===== config.mk =====
export PLATFORM = sky130hd
export DESIGN_NAME = c3f_lane
export DESIGN_NICKNAME = d
export VERILOG_FILES = /design/src/hw/rtl/c3f_pkg.sv /design/src/hw/rtl/c3f_lane.sv
export SDC_FILE = /design/constraint.sdc
export NUM_CORES = 2
export LEC_CHECK = 0
export ABC_AREA = 0
export BUFFER_PORTS_ARGS = -buffer_cell sky130_fd_sc_hd__buf_2
export CAP_MARGIN = 20
export CORE_ASPECT_RATIO = 1.25
export CORE_UTILIZATION = 68
export DETAILED_ROUTE_END_ITERATION = 6
export GPL_TIMING_DRIVEN = 1
export PLACE_DENSITY = 0.89
export SYNTH_ARGS = -nofsm -noshare
export SYNTH_HDL_FRONTEND = slang
export SYNTH_SLANG_ARGS = --single-unit

===== constraint.sdc =====
create_clock -name clk -period 8.7 [get_ports clk]
set_input_delay 1.305 -clock clk [delete_from_list [all_inputs] [get_ports clk]]
set_output_delay 1.305 -clock clk [all_outputs]
set_load 0.02 [all_outputs]

===== src/hw/rtl/c3f_pkg.sv =====
`timescale 1ns / 1ps

package c3f_pkg;

  // Default storage depth of one line store, in padded pixels.
  localparam int MAX_PADDED_WIDTH_DEF = 1024;

  // Field and arithmetic widths.
  localparam int CHAN_W      = 8;
  localparam int PIX_W       = 3 * CHAN_W;
  localparam int COEF_W      = 16;
  localparam int CFG_DATA_W  = 3 * COEF_W;
  localparam int CFG_IDX_W   = 3;
  localparam int IWIDTH_W    = 10;
  localparam int IHEIGHT_W   = 16;
  localparam int TAPS        = 9;
  localparam int LANES       = 3;
  localparam int PROD_W      = CHAN_W + 1 + COEF_W;
  localparam int SUM_W       = PROD_W + 4;
  localparam int FRAC_W      = 8;

  // Largest interior height the row counter supports.
  localparam logic [IHEIGHT_W-1:0] MAX_INTERIOR_HEIGHT = 16'd65533;

  // Color mode codes.
  localparam logic GREY = 1'b0;

  // Configuration register indexes.
  localparam logic [CFG_IDX_W-1:0] REG_COEF_TOP   = 3'd0;
  localparam logic [CFG_IDX_W-1:0] REG_COEF_MID   = 3'd1;
  localparam logic [CFG_IDX_W-1:0] REG_COEF_BOT   = 3'd2;
  localparam logic [CFG_IDX_W-1:0] REG_INT_WIDTH  = 3'd3;
  localparam logic [CFG_IDX_W-1:0] REG_INT_HEIGHT = 3'd4;
  localparam logic [CFG_IDX_W-1:0] REG_COLOR_MODE = 3'd5;

  typedef logic [CHAN_W-1:0]        chan_t;
  typedef logic signed [COEF_W-1:0] coef_t;
  typedef logic signed [SUM_W-1:0]  sum_t;

  // Stage enables handed from the pipeline control to each channel lane.
  typedef struct packed {
    logic prod_en;
    logic sum_en;
  } lane_ctl_t;

endpackage


===== src/hw/rtl/c3f_lane.sv =====
`timescale 1ns / 1ps

module c3f_lane (
  input  logic               clk,
  input  c3f_pkg::lane_ctl_t ctl,
  input  c3f_pkg::chan_t     taps  [9],
  input  c3f_pkg::coef_t     coefs [9],
  output c3f_pkg::sum_t      sum
);
  import c3f_pkg::*;

  logic signed [PROD_W-1:0] prod [TAPS];
  sum_t                     sum_next;

  // Nine products of one channel, registered.
  always_ff @(posedge clk) begin
    if (ctl.prod_en) begin
      for (int t = 0; t < TAPS; t++) begin
        prod[t] <= $signed({1'b0, taps[t]}) * coefs[t];
      end
    end
  end

  // Sum of the registered products.
  always_comb begin
    sum_next = '0;
    for (int t = 0; t < TAPS; t++) begin
      sum_next = sum_next + SUM_W'(prod[t]);
    end
  end

  always_ff @(posedge clk) begin
    if (ctl.sum_en) begin
      sum <= sum_next;
    end
  end

endmodule


==> flow_summary.rst <==
.. list-table::
   :header-rows: 1

   * - Metric
     - Value
   * - Multiplexer share of the synthesized area
     - 0.03658%
   * - Count of placed standard cells in the final layout, fillers left out
     - 7046
   * - Number of buffers created by CTS
     - 28
   * - Clock tree from TritonCTS
     - done
   * - Worst-Margin Slew
     - 1.073 ns
   * - # placed instances
     - 6987
   * - Layout Nets
     - 7758
   * - Hold Path Stages
     - 3
   * - Area enclosed by the die boundary
     - 81630 µm²
   * - Clock tree sinks
     - 254
   * - Final Wtd Congestion
     - 0.9480
   * - Pins Over Slew Limit
     - 0
   * - Post-CTS repair timing setup buffer count
     - 0
   * - Number of hold buffers added after CTS
     - 0
   * - Post-route cell area
     - 57940 µm²
   * - Critical path depth in cells
     - 18
   * - Floorplan core area
     - 79140 µm²
   * - Most common library cell in the layout ignoring fill and taps
     - sky130_fd_sc_hd__inv_1
   * - Buffer levels on the longest clock path
     - 3
   * - Number of vias after detailed routing
     - 39970
   * - Syn Nets
     - 7560
   * - Endpoint arrival time on the critical path
     - 6.56 ns
   * - Number of global-route vias before repair
     - 44120
   * - Sequential cell area fraction in the yosys report
     - 13.94%
   * - Row Count
     - 115
   * - Post-synthesis cell count
     - 5766
   * - Pin count of the biggest net entering global routing
     - 86
   * - Length in cells of the worst reg-to-reg path
     - 16
   * - Fin Setup TNS
     - 0 ns
   * - Layout cell share with drive strength beyond 1
     - 5.162%
   * - Most used DFF post-synth
     - sky130_fd_sc_hd__edfxtp_1
   * - Cells along the critical path
     - buf_2 -> nand2_1 -> fa_1 -> inv_1 -> fa_1 -> fa_1 -> inv_1 -> fa_1 -> inv_1 -> ha_1 -> nor2_1 -> nor2_1 -> o21ai_0 -> nor2_1 -> a2111oi_0 -> o31ai_1 -> a21oi_1 -> xnor2_1
   * - Setup repair after global routing missed its margin
     - false
   * - Critical path class
     - input port to flip-flop
   * - Reg clk slew, reported paths
     - 0.07 ns
   * - Highest net fanout along the worst path
     - 16
   * - Post-synthesis adder-cell area fraction
     - 51.04%
   * - Simple logic cell fraction of the synthesized area
     - 13.84%
   * - Fraction of registers with async set or reset after synthesis
     - 0%
   * - Width of the die
     - 255.7 µm
   * - Clock insertion delay at the later pin of the skew report
     - 0.57 ns
   * - Post-synth cell types
     - 66
   * - CP endpoint kind
     - flip-flop
   * - Placed standard-cell area
     - 57000 µm²
   * - Count of yosys warnings during synthesis
     - 0
   * - Min Clock Period, post-route
     - 6.245 ns
   * - Clock Tree Root
     - sky130_fd_sc_hd__clkbuf_16
   * - Overall die height
     - 319.2 µm
   * - Remaining global-route overflow
     - 0
   * - Wire length per cell
     - 18.82 µm
   * - Antenna violations before repair
     - 12
   * - Required time of the critical path
     - 9.02 ns
   * - Number of design rule violations left after detail routing
     - 0
   * - Cts repair resizes
     - 0
   * - Commonest cells after routing, fill and taps aside
     - 1662 x sky130_fd_sc_hd__inv_1, 1096 x sky130_fd_sc_hd__fa_1, 624 x sky130_fd_sc_hd__and2_1, 600 x sky130_fd_sc_hd__nand2_1, 479 x sky130_fd_sc_hd__ha_1
   * - Slew HR
     - 26.64%
   * - Clk_skew
     - 0.03943 ns
   * - CP most frequent cell
     - sky130_fd_sc_hd__fa_1
   * - Class of the tightest hold or removal check
     - flip-flop to flip-flop
   * - Status
     - finished, final reports clean
   * - First-pass GRT wire length
     - 219000 µm
   * - Category of cells accounting for the largest share of critical-path delay
     - adder cells
   * - Part of the cycle the worst path needs
     - 71.78%
   * - Post-detailed-routing wire length
     - 132600 µm
   * - Setup violators final
     - 0
   * - Critical path launch point type
     - input port
   * - Starting density of the core
     - 69.15%
   * - Dominant combinational cell family by area after synthesis
     - adder cells
   * - Count of state elements after synthesis
     - 254
   * - Max-cap violations
     - 0
   * - Pre-Repair DR Iteration Count
     - 6
   * - Hold violation count in the final report
     - 0
   * - Remaining antenna violation count after routing
     - 0
   * - Xor/xnor share of the synthesized area
     - 3.537%
   * - Fmax
     - 160.1 MHz
   * - Synth-to-Final Area Change
     - 5.871%
   * - Post-synth EDFFs
     - 254
   * - Compound-Gate Fraction of Synth Area
     - 5.645%
   * - HPWL after detailed placement
     - 111800 µm
   * - H-tree levels
     - 1
   * - Violation count after the first detailed-routing iteration
     - 2840
   * - Buffers on Ports
     - 247
   * - Vias per std cell
     - 5.673
   * - Slowest stage cell, crit path
     - sky130_fd_sc_hd__a2111oi_0
   * - Stage delay of the slowest cell on the critical path
     - 0.97 ns
   * - Global-route total usage across every layer
     - 33.91%
   * - Buffers & Inverters on Critical Path
     - 4
   * - Post-synthesis cell area
     - 54730 µm²
   * - Boundary Pins
     - 248
   * - Per-instance average area after synthesis
     - 9.491 µm²
-- layout make-up --
cell class / count / area (µm²)
antenna: 7 / 17.52
clock buffer: 28 / 700.7
clock inverter: 24 / 221.5
fill: 5204 / 21200
inverter: 1663 / 6242
multi-input combinational: 3768 / 40550
sequential: 254 / 7627
tap: 1053 / 1318
timing repair buffer: 249 / 1260
-- cell families after synthesis --
kind of cell,count (synthesis)
adders and majority gates,1575
buffers and inverters,1744
DFF,254
AOI/OAI and AO/OA,475
muxes,2
and+or+nand+nor,1495
xor gates and xnor gates,221
-- sequential cells by signal, indices dropped and copies added, names as in the netlist --
register  count
sum          29
prod        225
-- final timing paths --
kind	to	startpoint	slack, ns
min	sum[0]	prod[0][50]	0.97
min reg2reg	sum[0]	prod[0][50]	0.97
max	prod[0][74]	taps[48]	2.45
max reg2reg	sum[26]	prod[0][177]	2.90
-- synth_stat cells, types with 6 or more instances --
cell type | instances | area, µm²
sky130_fd_sc_hd__nand2_1 | 600 | 2252
sky130_fd_sc_hd__o31ai_1 | 7 | 52.55
sky130_fd_sc_hd__a21o_1 | 77 | 578.1
sky130_fd_sc_hd__inv_1 | 1662 | 6238
sky130_fd_sc_hd__fa_1 | 1096 | 21940
sky130_fd_sc_hd__and3_1 | 14 | 87.58
sky130_fd_sc_hd__nand2b_1 | 22 | 137.6
sky130_fd_sc_hd__o21ai_0 | 54 | 270.3
sky130_fd_sc_hd__and2_1 | 624 | 3904
sky130_fd_sc_hd__nand4_1 | 13 | 81.33
sky130_fd_sc_hd__or3_1 | 6 | 37.54
sky130_fd_sc_hd__nor2_1 | 96 | 360.4
sky130_fd_sc_hd__xor2_1 | 48 | 420.4
sky130_fd_sc_hd__o211ai_1 | 10 | 75.07
sky130_fd_sc_hd__clkbuf_1 | 81 | 304.0
sky130_fd_sc_hd__a211o_1 | 7 | 61.31
sky130_fd_sc_hd__xnor2_1 | 173 | 1515
sky130_fd_sc_hd__edfxtp_1 | 254 | 7627
sky130_fd_sc_hd__nor3_1 | 34 | 170.2
sky130_fd_sc_hd__a31oi_1 | 16 | 100.1
sky130_fd_sc_hd__a2111oi_0 | 7 | 61.31
sky130_fd_sc_hd__a21oi_1 | 146 | 730.7
sky130_fd_sc_hd__nand3_1 | 27 | 135.1
sky130_fd_sc_hd__o21ai_1 | 26 | 130.1
sky130_fd_sc_hd__nor2b_1 | 30 | 187.7
sky130_fd_sc_hd__a211oi_1 | 14 | 105.1
sky130_fd_sc_hd__o21bai_1 | 25 | 187.7
sky130_fd_sc_hd__ha_1 | 479 | 5993
sky130_fd_sc_hd__o21a_1 | 32 | 240.2
sky130_fd_sc_hd__and4_1 | 10 | 87.58
-- metrics by stage --
step | setup WS [ns] | hold slack (ns) | util, %
6_report | 2.455 | 0.9710 | 73.21
5_1_grt | 2.241 | 0.9863 | 73.21
4_1_cts | 2.623 | 0.9367 | 73.19
3_5_place_dp | 2.037 | 0.9001 | 72.03
3_3_place_gp | 2.372 | 0.8854 | 72.03
2_1_floorplan | 2.600 | 0.6803 | -
-- worst min-delay path, delay by kind of cell, from the launching register on --
kind       cells  cell delay (ns)
fa+ha+maj      3             0.49
flops          1             0.36
-- routing by layer --
layer	wire [µm]	vias to the layer above	GRT usage, %
li1	-	17560	-
met1	44080	20080	36.39
met2	69090	1719	61.33
met3	8411	594	5.182
met4	10930	10	23.25
met5	61	-	0
Power is left out: the tool's default activity adds up to more than one toggle a clock period on the data nets, which glitch-free logic cannot reach.
