[src/hw/rtl/c3f_pkg.sv]
`timescale 1ns / 1ps

package c3f_pkg;

  // Default storage depth of one line store, in padded pixels.
  localparam int MAX_PADDED_WIDTH_DEF = 1024;

  // Field and arithmetic widths.
  localparam int CHAN_W      = 8;
  localparam int PIX_W       = 3 * CHAN_W;
  localparam int COEF_W      = 16;
  localparam int CFG_DATA_W  = 3 * COEF_W;
  localparam int CFG_IDX_W   = 3;
  localparam int IWIDTH_W    = 10;
  localparam int IHEIGHT_W   = 16;
  localparam int TAPS        = 9;
  localparam int LANES       = 3;
  localparam int PROD_W      = CHAN_W + 1 + COEF_W;
  localparam int SUM_W       = PROD_W + 4;
  localparam int FRAC_W      = 8;

  // Largest interior height the row counter supports.
  localparam logic [IHEIGHT_W-1:0] MAX_INTERIOR_HEIGHT = 16'd65533;

  // Color mode codes.
  localparam logic GREY = 1'b0;

  // Configuration register indexes.
  localparam logic [CFG_IDX_W-1:0] REG_COEF_TOP   = 3'd0;
  localparam logic [CFG_IDX_W-1:0] REG_COEF_MID   = 3'd1;
  localparam logic [CFG_IDX_W-1:0] REG_COEF_BOT   = 3'd2;
  localparam logic [CFG_IDX_W-1:0] REG_INT_WIDTH  = 3'd3;
  localparam logic [CFG_IDX_W-1:0] REG_INT_HEIGHT = 3'd4;
  localparam logic [CFG_IDX_W-1:0] REG_COLOR_MODE = 3'd5;

  typedef logic [CHAN_W-1:0]        chan_t;
  typedef logic signed [COEF_W-1:0] coef_t;
  typedef logic signed [SUM_W-1:0]  sum_t;

  // Stage enables handed from the pipeline control to each channel lane.
  typedef struct packed {
    logic prod_en;
    logic sum_en;
  } lane_ctl_t;

endpackage

[src/hw/rtl/c3f_merge.sv]
`timescale 1ns / 1ps

module c3f_merge (
  input  logic           clk,
  input  logic           rst,
  input  logic           sum_valid,
  input  logic           sum_last,
  input  logic           color_mode,
  input  c3f_pkg::sum_t  sums [3],
  input  logic           out_stall,
  output logic           load_ready,
  output logic           out_valid,
  output c3f_pkg::chan_t out_zero,
  output c3f_pkg::chan_t out_one,
  output c3f_pkg::chan_t out_two,
  output logic           frame_last
);
  import c3f_pkg::*;

  // Drop the fraction, map negative sums to zero and saturate at full scale.
  function automatic chan_t clamp_sum(input sum_t s);
    chan_t r;
    if (s[SUM_W-1]) begin
      r = '0;
    end else if (|s[SUM_W-2:FRAC_W+CHAN_W]) begin
      r = '1;
    end else begin
      r = s[FRAC_W+CHAN_W-1:FRAC_W];
    end
    return r;
  endfunction

  // The output register takes a new result when it is empty or its
  // current one is transferred.
  assign load_ready = !out_valid || !out_stall;

  always_ff @(posedge clk) begin
    if (rst) begin
      out_valid <= 1'b0;
    end else if (load_ready) begin
      out_valid <= sum_valid;
    end
  end

  // Merge the lanes; in grey mode only channel zero carries a result.
  always_ff @(posedge clk) begin
    if (load_ready) begin
      out_zero   <= clamp_sum(sums[0]);
      out_one    <= (color_mode == GREY) ? '0 : clamp_sum(sums[1]);
      out_two    <= (color_mode == GREY) ? '0 : clamp_sum(sums[2]);
      frame_last <= sum_last;
    end
  end

endmodule

[config.mk]
export PLATFORM = sky130hd
export DESIGN_NAME = c3f_merge
export DESIGN_NICKNAME = d
export VERILOG_FILES = /design/src/hw/rtl/c3f_pkg.sv /design/src/hw/rtl/c3f_merge.sv
export SDC_FILE = /design/constraint.sdc
export NUM_CORES = 1
export LEC_CHECK = 0
export ABC_AREA = 1
export BUFFER_PORTS_ARGS = -buffer_cell sky130_fd_sc_hd__buf_4
export CAP_MARGIN = 30
export CORE_ASPECT_RATIO = 0.7
export CORE_MARGIN = 3
export CORE_UTILIZATION = 38
export CTS_BUF_LIST = sky130_fd_sc_hd__clkbuf_8
export CTS_CLUSTER_SIZE = 14
export DETAILED_ROUTE_END_ITERATION = 12
export PLACE_DENSITY = 0.86
export SETUP_SLACK_MARGIN = 0.3
export SYNTH_ARGS = -nofsm -noshare
export SYNTH_HDL_FRONTEND = slang
export SYNTH_SLANG_ARGS = --single-unit
[constraint.sdc]
create_clock -name clk -period 1.6 [get_ports clk]
set_clock_uncertainty 0.15 [all_clocks]
set_input_delay 0.24 -clock clk [delete_from_list [all_inputs] [get_ports clk]]
set_output_delay 0.24 -clock clk [all_outputs]
set_load 0.02 [all_outputs]
==> results.cfg, run 1 <==
[grt]
grt_max_degree = 16
grt_pass1_wl_mm = 5.395
grt_overflow = 0
grt_pass1_vias = 1296
track_usage = 0.1496
grt_util_met1 = 0.1687
antenna_found_initial = 0
grt.busiest_layer = met2
use_met3 = 0.05521
use_met2 = 0.2781

[drt]
ant_nets = 0
vias = 1301
wl_per_cell_um = 10.67
vias_per_cell = 4.197
remaining_drc_errors = 0
drtIter0Drc = 48
wl_mm = 3.308
drtPass1Iterations = 4

[layout]
design_area_um2 = 2308
antenna_cells = 0
layout.cells.non_filler = 310
area_growth_syn_to_layout_pct = 63.42
fin_util = 0.6913
nets = 357
layout-drive-gt1-share = 0.4449

[die]
die_area_um2 = 4497
io_pins = 120
fp-row-count = 17
die_w_um = 78.88
core_um2 = 3339
dieHeight_um = 57.01
start_util = 0.4230

[critical_path]
endpoint_kind = output port
critPathMaxFanout = 3
critical_path_class = register to output port
reg2reg_slack_ps = 480
arrival_ps = 850
crit_path_start_kind = register
r2r-start = out_valid
reg2regPathDepth = 2
required_ps = 1210
r2r_end = out_two[1]

[logic_synthesis]
syn_area_per_cell_um2 = 8.720
synth_largest_area_cell = edfxtp_1
synth_top_area_frac = 0.5314
ys_warn_count = 0
ys_seq_area_frac = 0.5456
syn_inst = 162
ys_ff_latch = 26
synth_cell_types = 14
syn-num-nets = 255
synth_area_um2 = 1413
synthTopCellsByArea = edfxtp_1 53%, inv_1 14%, nand2_1 7.4%

[sta]
fmax_ghz = 0.8059
hold_viol_final = 0
fin_crit_sh = 0.7755
worst_slew_pin_slew_ps = 504.2
fin_setup_tns_ps = 0
slew_headroom = 0.6626
layout_min_cycle_time_ps = 1241
slew_viol_final = 0
setup_viol = 0
holdWs_ps = 53.00
rsz0062_at_grt = false
setup_slack_ps = 359.2

[min_path]
hold_class = input pin to register
min_from = sum_valid
hold_path_end = out_valid
min_path_cells = 3

[power]
comb_power_share = 0.217
switching_power_mw = 0.3783
p_int_mw = 1.332
power.leakage_nw = 1.325
p_seq_frac = 0.477
total_power_mw = 1.710
power_density_nw_per_um2 = 740.9
p_clk_frac = 0.306
switching_share = 0.2212
max-vdd-ir-drop_mv = 0.4015

[clock_tree]
cts.sinks = 26
cts_tree = built
path_clk_slew_ps = 80
cts-root-buf = clkbuf_8
cts-buffers-inserted = 3
cts_buffer_depth = 2
htreeDepth = 1
insertion_delay_ps = 260

[job]
cap_violations = 0

[placed_design]
hpwl_mm = 2.710
place_area_um2 = 2175
io_buffers = 95
gp_congestion = 0.7568
place_ws_ps = 201.7
dp.cells = 301

[run_status]
status = finished, final reports clean
==> how the worst max path moves through the flow <==
stage	startpoint	to	slack [ps]	cells after the start
after CTS	out_valid	load_ready	360	2
after global routing	out_one[3]	out_one[3]	330	1
after detailed placement	sums[50]	out_one[3]	200	6
final	out_valid	load_ready	360	2
after floorplan	out_valid	frame_last	430	1
after global placement	sums[45]	out_one[2]	220	6
==> power by group through the flow <==
stage / registers [mW] / logic (mW) / clock network [mW]
5_1_grt: 0.822 / 0.402 / 0.577
4_1_cts: 0.817 / 0.375 / 0.544
6_report: 0.816 / 0.370 / 0.524
3_3_place_gp: 0.829 / 0.352 / 0
3_5_place_dp: 0.831 / 0.360 / 0
2_1_floorplan: 0.896 / 0.0784 / 0
==> synth_stat cells, drive strengths merged <==
cell    number
a21oi        1
and2         3
buf          3
dfxtp        1
edfxtp      25
inv         51
nand2       31
nand3       24
nor2        23
==> layout by cell type (no fill, tap or decap) <==
cell	count
dlygate4sd3_1	2
bufinv_16	1
a21oi_1	1
nor2_2	2
nand2_4	1
nand2_2	3
and2_1	3
clkbuf_8	3
dfxtp_4	1
edfxtp_1	25
nor2_1	18
inv_1	51
nand3_2	5
nand2_8	1
buf_4	96
nand3_1	19
nand2_1	27
nor2_8	3
buf_6	1
==> area by class of cell <==
class                      count  area, µm²
clock buffer                   3      41.29
clock inverter                 1      30.03
sequential                    26      774.5
fill                         277       1031
timing repair buffer          99      752.0
multi-input combinational     83      460.4
inverter                      51      191.4
tap                           47      58.81
==> cell families after synthesis <==
family          Yosys count  share of synthesized area
compound gates            1                   0.003540
buf+inv                  54                     0.1479
flops                    26                     0.5456
simple gates             81                     0.3029
==> layer usage <==
metal | vias up | part of all wire
met2 | 51 | 0.53
met5 | - | 0
met3 | 2 | 0.080
met4 | 0 | 0.0033
li1 | 686 | -
met1 | 562 | 0.38
==> state kept, by name, indices dropped and copies added (netlist names) <==
name,flops
out_zero,8
frame_last,1
out_two,8
out_valid,1
out_one,8
==> critical path: stages, from the launching register on <==
cell and delay, ps:
dfxtp_4 390, nand2_8 70, buf_6 130
==> timing repair <==
item                                    CTS  global route
endpoints found under the hold margin     2             0
gates resized for setup                   4             0
hold buffers                              2             0
endpoints found under the setup margin    1             0
buffers inserted                          2             0
Note: power is estimated with default switching activity, not from simulation.
==> inputs of run 2 (changes only) <==
- clock period: 1.6 -> 1.3 ns (I/O delays scaled with it)
==> results.cfg, run 2 (synthesis results as in run 1) <==
[die]
start_util = 0.4230
die_w_um = 78.88
io_pins = 120
fp-row-count = 17
core_um2 = 3339
die_area_um2 = 4497
dieHeight_um = 57.01

[sta]
rsz0062_at_grt = true
holdWs_ps = 37.73
slew_viol_final = 0
fin_crit_sh = 0.9118
setup_viol = 0
fmax_ghz = 0.8436
worst_slew_pin_slew_ps = 482.0
slew_headroom = 0.6775
layout_min_cycle_time_ps = 1185
setup_slack_ps = 114.7
hold_viol_final = 0

[placed_design]
place_area_um2 = 2355
gp_congestion = 0.7870
io_buffers = 95
hpwl_mm = 2.787
dp.cells = 305
place_ws_ps = -6.775

[clock_tree]
insertion_delay_ps = 260
cts.sinks = 26
cts_buffer_depth = 2
cts-buffers-inserted = 3
cts_tree = built
path_clk_slew_ps = 80
cts-root-buf = clkbuf_8
htreeDepth = 1

[layout]
final_common_cell = buf_4
layout.cells.non_filler = 315
antenna_cells = 0
regArea_um2 = 774.5
reg.largest.list = out_one (8), out_two (8), out_zero (8)
layout-drive-gt1-share = 0.5784
layout_common_cells = 58 x buf_4, 51 x inv_1, 41 x buf_6, 25 x edfxtp_1, 24 x nand2_1
fillers = 199
nets = 362
multi_input_area_um2 = 696.9
design_area_um2 = 2753
area_growth_syn_to_layout_pct = 94.86

[grt]
grt_pass1_vias = 1314
track_usage = 0.1729
grt_util_met1 = 0.2018
antenna_found_initial = 0
grt_pass1_wl_mm = 6.009
grt.busiest_layer = met2
use_met3 = 0.04732
use_met2 = 0.3277
grt_max_degree = 16
grt_overflow = 0

[min_path]
hold_class = input pin to register

[power]
power.leakage_nw = 1.467
max-vdd-ir-drop_mv = 0.6505
power_density_nw_per_um2 = 822.9

[drt]
ant_nets = 0
wl_mm = 4.320
drtIter0Drc = 51
drtPass1Iterations = 6
remaining_drc_errors = 0
wl_per_cell_um = 13.71
vias = 1397
vias_per_cell = 4.435

[critical_path]
slowest_stage = edfxtp_1
crit_family = flip-flops
crit_path_start_kind = register
max_stage_delay_ps = 420
critical_path_class = register to output port
critPathMaxFanout = 1
worstPathCellList = buf_6
arrival_ps = 840
path_buf_inv = 1
required_ps = 950
endpoint_kind = output port

[job]
cap_violations = 0

[run_status]
status = finished, final reports clean
-- run 2: cell count changes in the layout (fill, tap and decap cells not counted), sizes merged --
cell,previous run,this run
buf,97,101
dlygate4sd3,2,1
nand2,32,33
dlymetal6s4s,0,1
-- run 2: final cells by class --
cell class,instances,area share
clock inverters,1,0.01091
flip-flops and latches,26,0.2814
well taps,47,0.02136
repair buffers,103,0.3486
multi-input cells,84,0.2532
inverters,51,0.06955
clock buffers,3,0.01500
-- run 2: path summary, 6_finish.rpt --
| path | startpoint | endpoint | slack (ps) | cells after the start |
|---|---|---|---|---|
| worst min register to register | out_valid | out_valid | 620 | 3 |
| worst max-delay path | out_two[4] | out_two[4] | 110 | 1 |
| worst min-delay path | sum_valid | out_valid | 40 | 3 |
| worst max register to register | out_valid | out_two[7] | 210 | 2 |
-- run 2: report_power, final --
group          total (mW)  switching (mW)  internal (mW)
clock               0.652           0.241          0.412
sequential           1.02          0.0337          0.986
combinational       0.593           0.271          0.322
-- run 2: metal layers --
metal,routed length [µm],up-vias
met5,0,-
li1,-,702
met3,288,2
met1,1532,635
met2,2491,58
met4,7,0
-- run 2: stage by stage --
step / TNS (ps) / total power [mW] / util
after CTS: 0 / 2.216 / 0.7793
after floorplan: 0 / 1.219 / -
after global routing: 0 / 2.358 / 0.8243
after global placement: 0 / 1.495 / 0.7051
final: 0 / 2.265 / 0.8243
after detailed placement: -7.133 / 1.506 / 0.7051
-- run 2: repair_timing --
item / CTS / global route
resized for setup: 29 / 36
hold buffers: 2 / 0
setup endpoints to repair: 55 / 77
pin swaps: 6 / 23
gates cloned: 2 / 0
hold endpoints to repair: 2 / 0
buffers inserted: 2 / 0
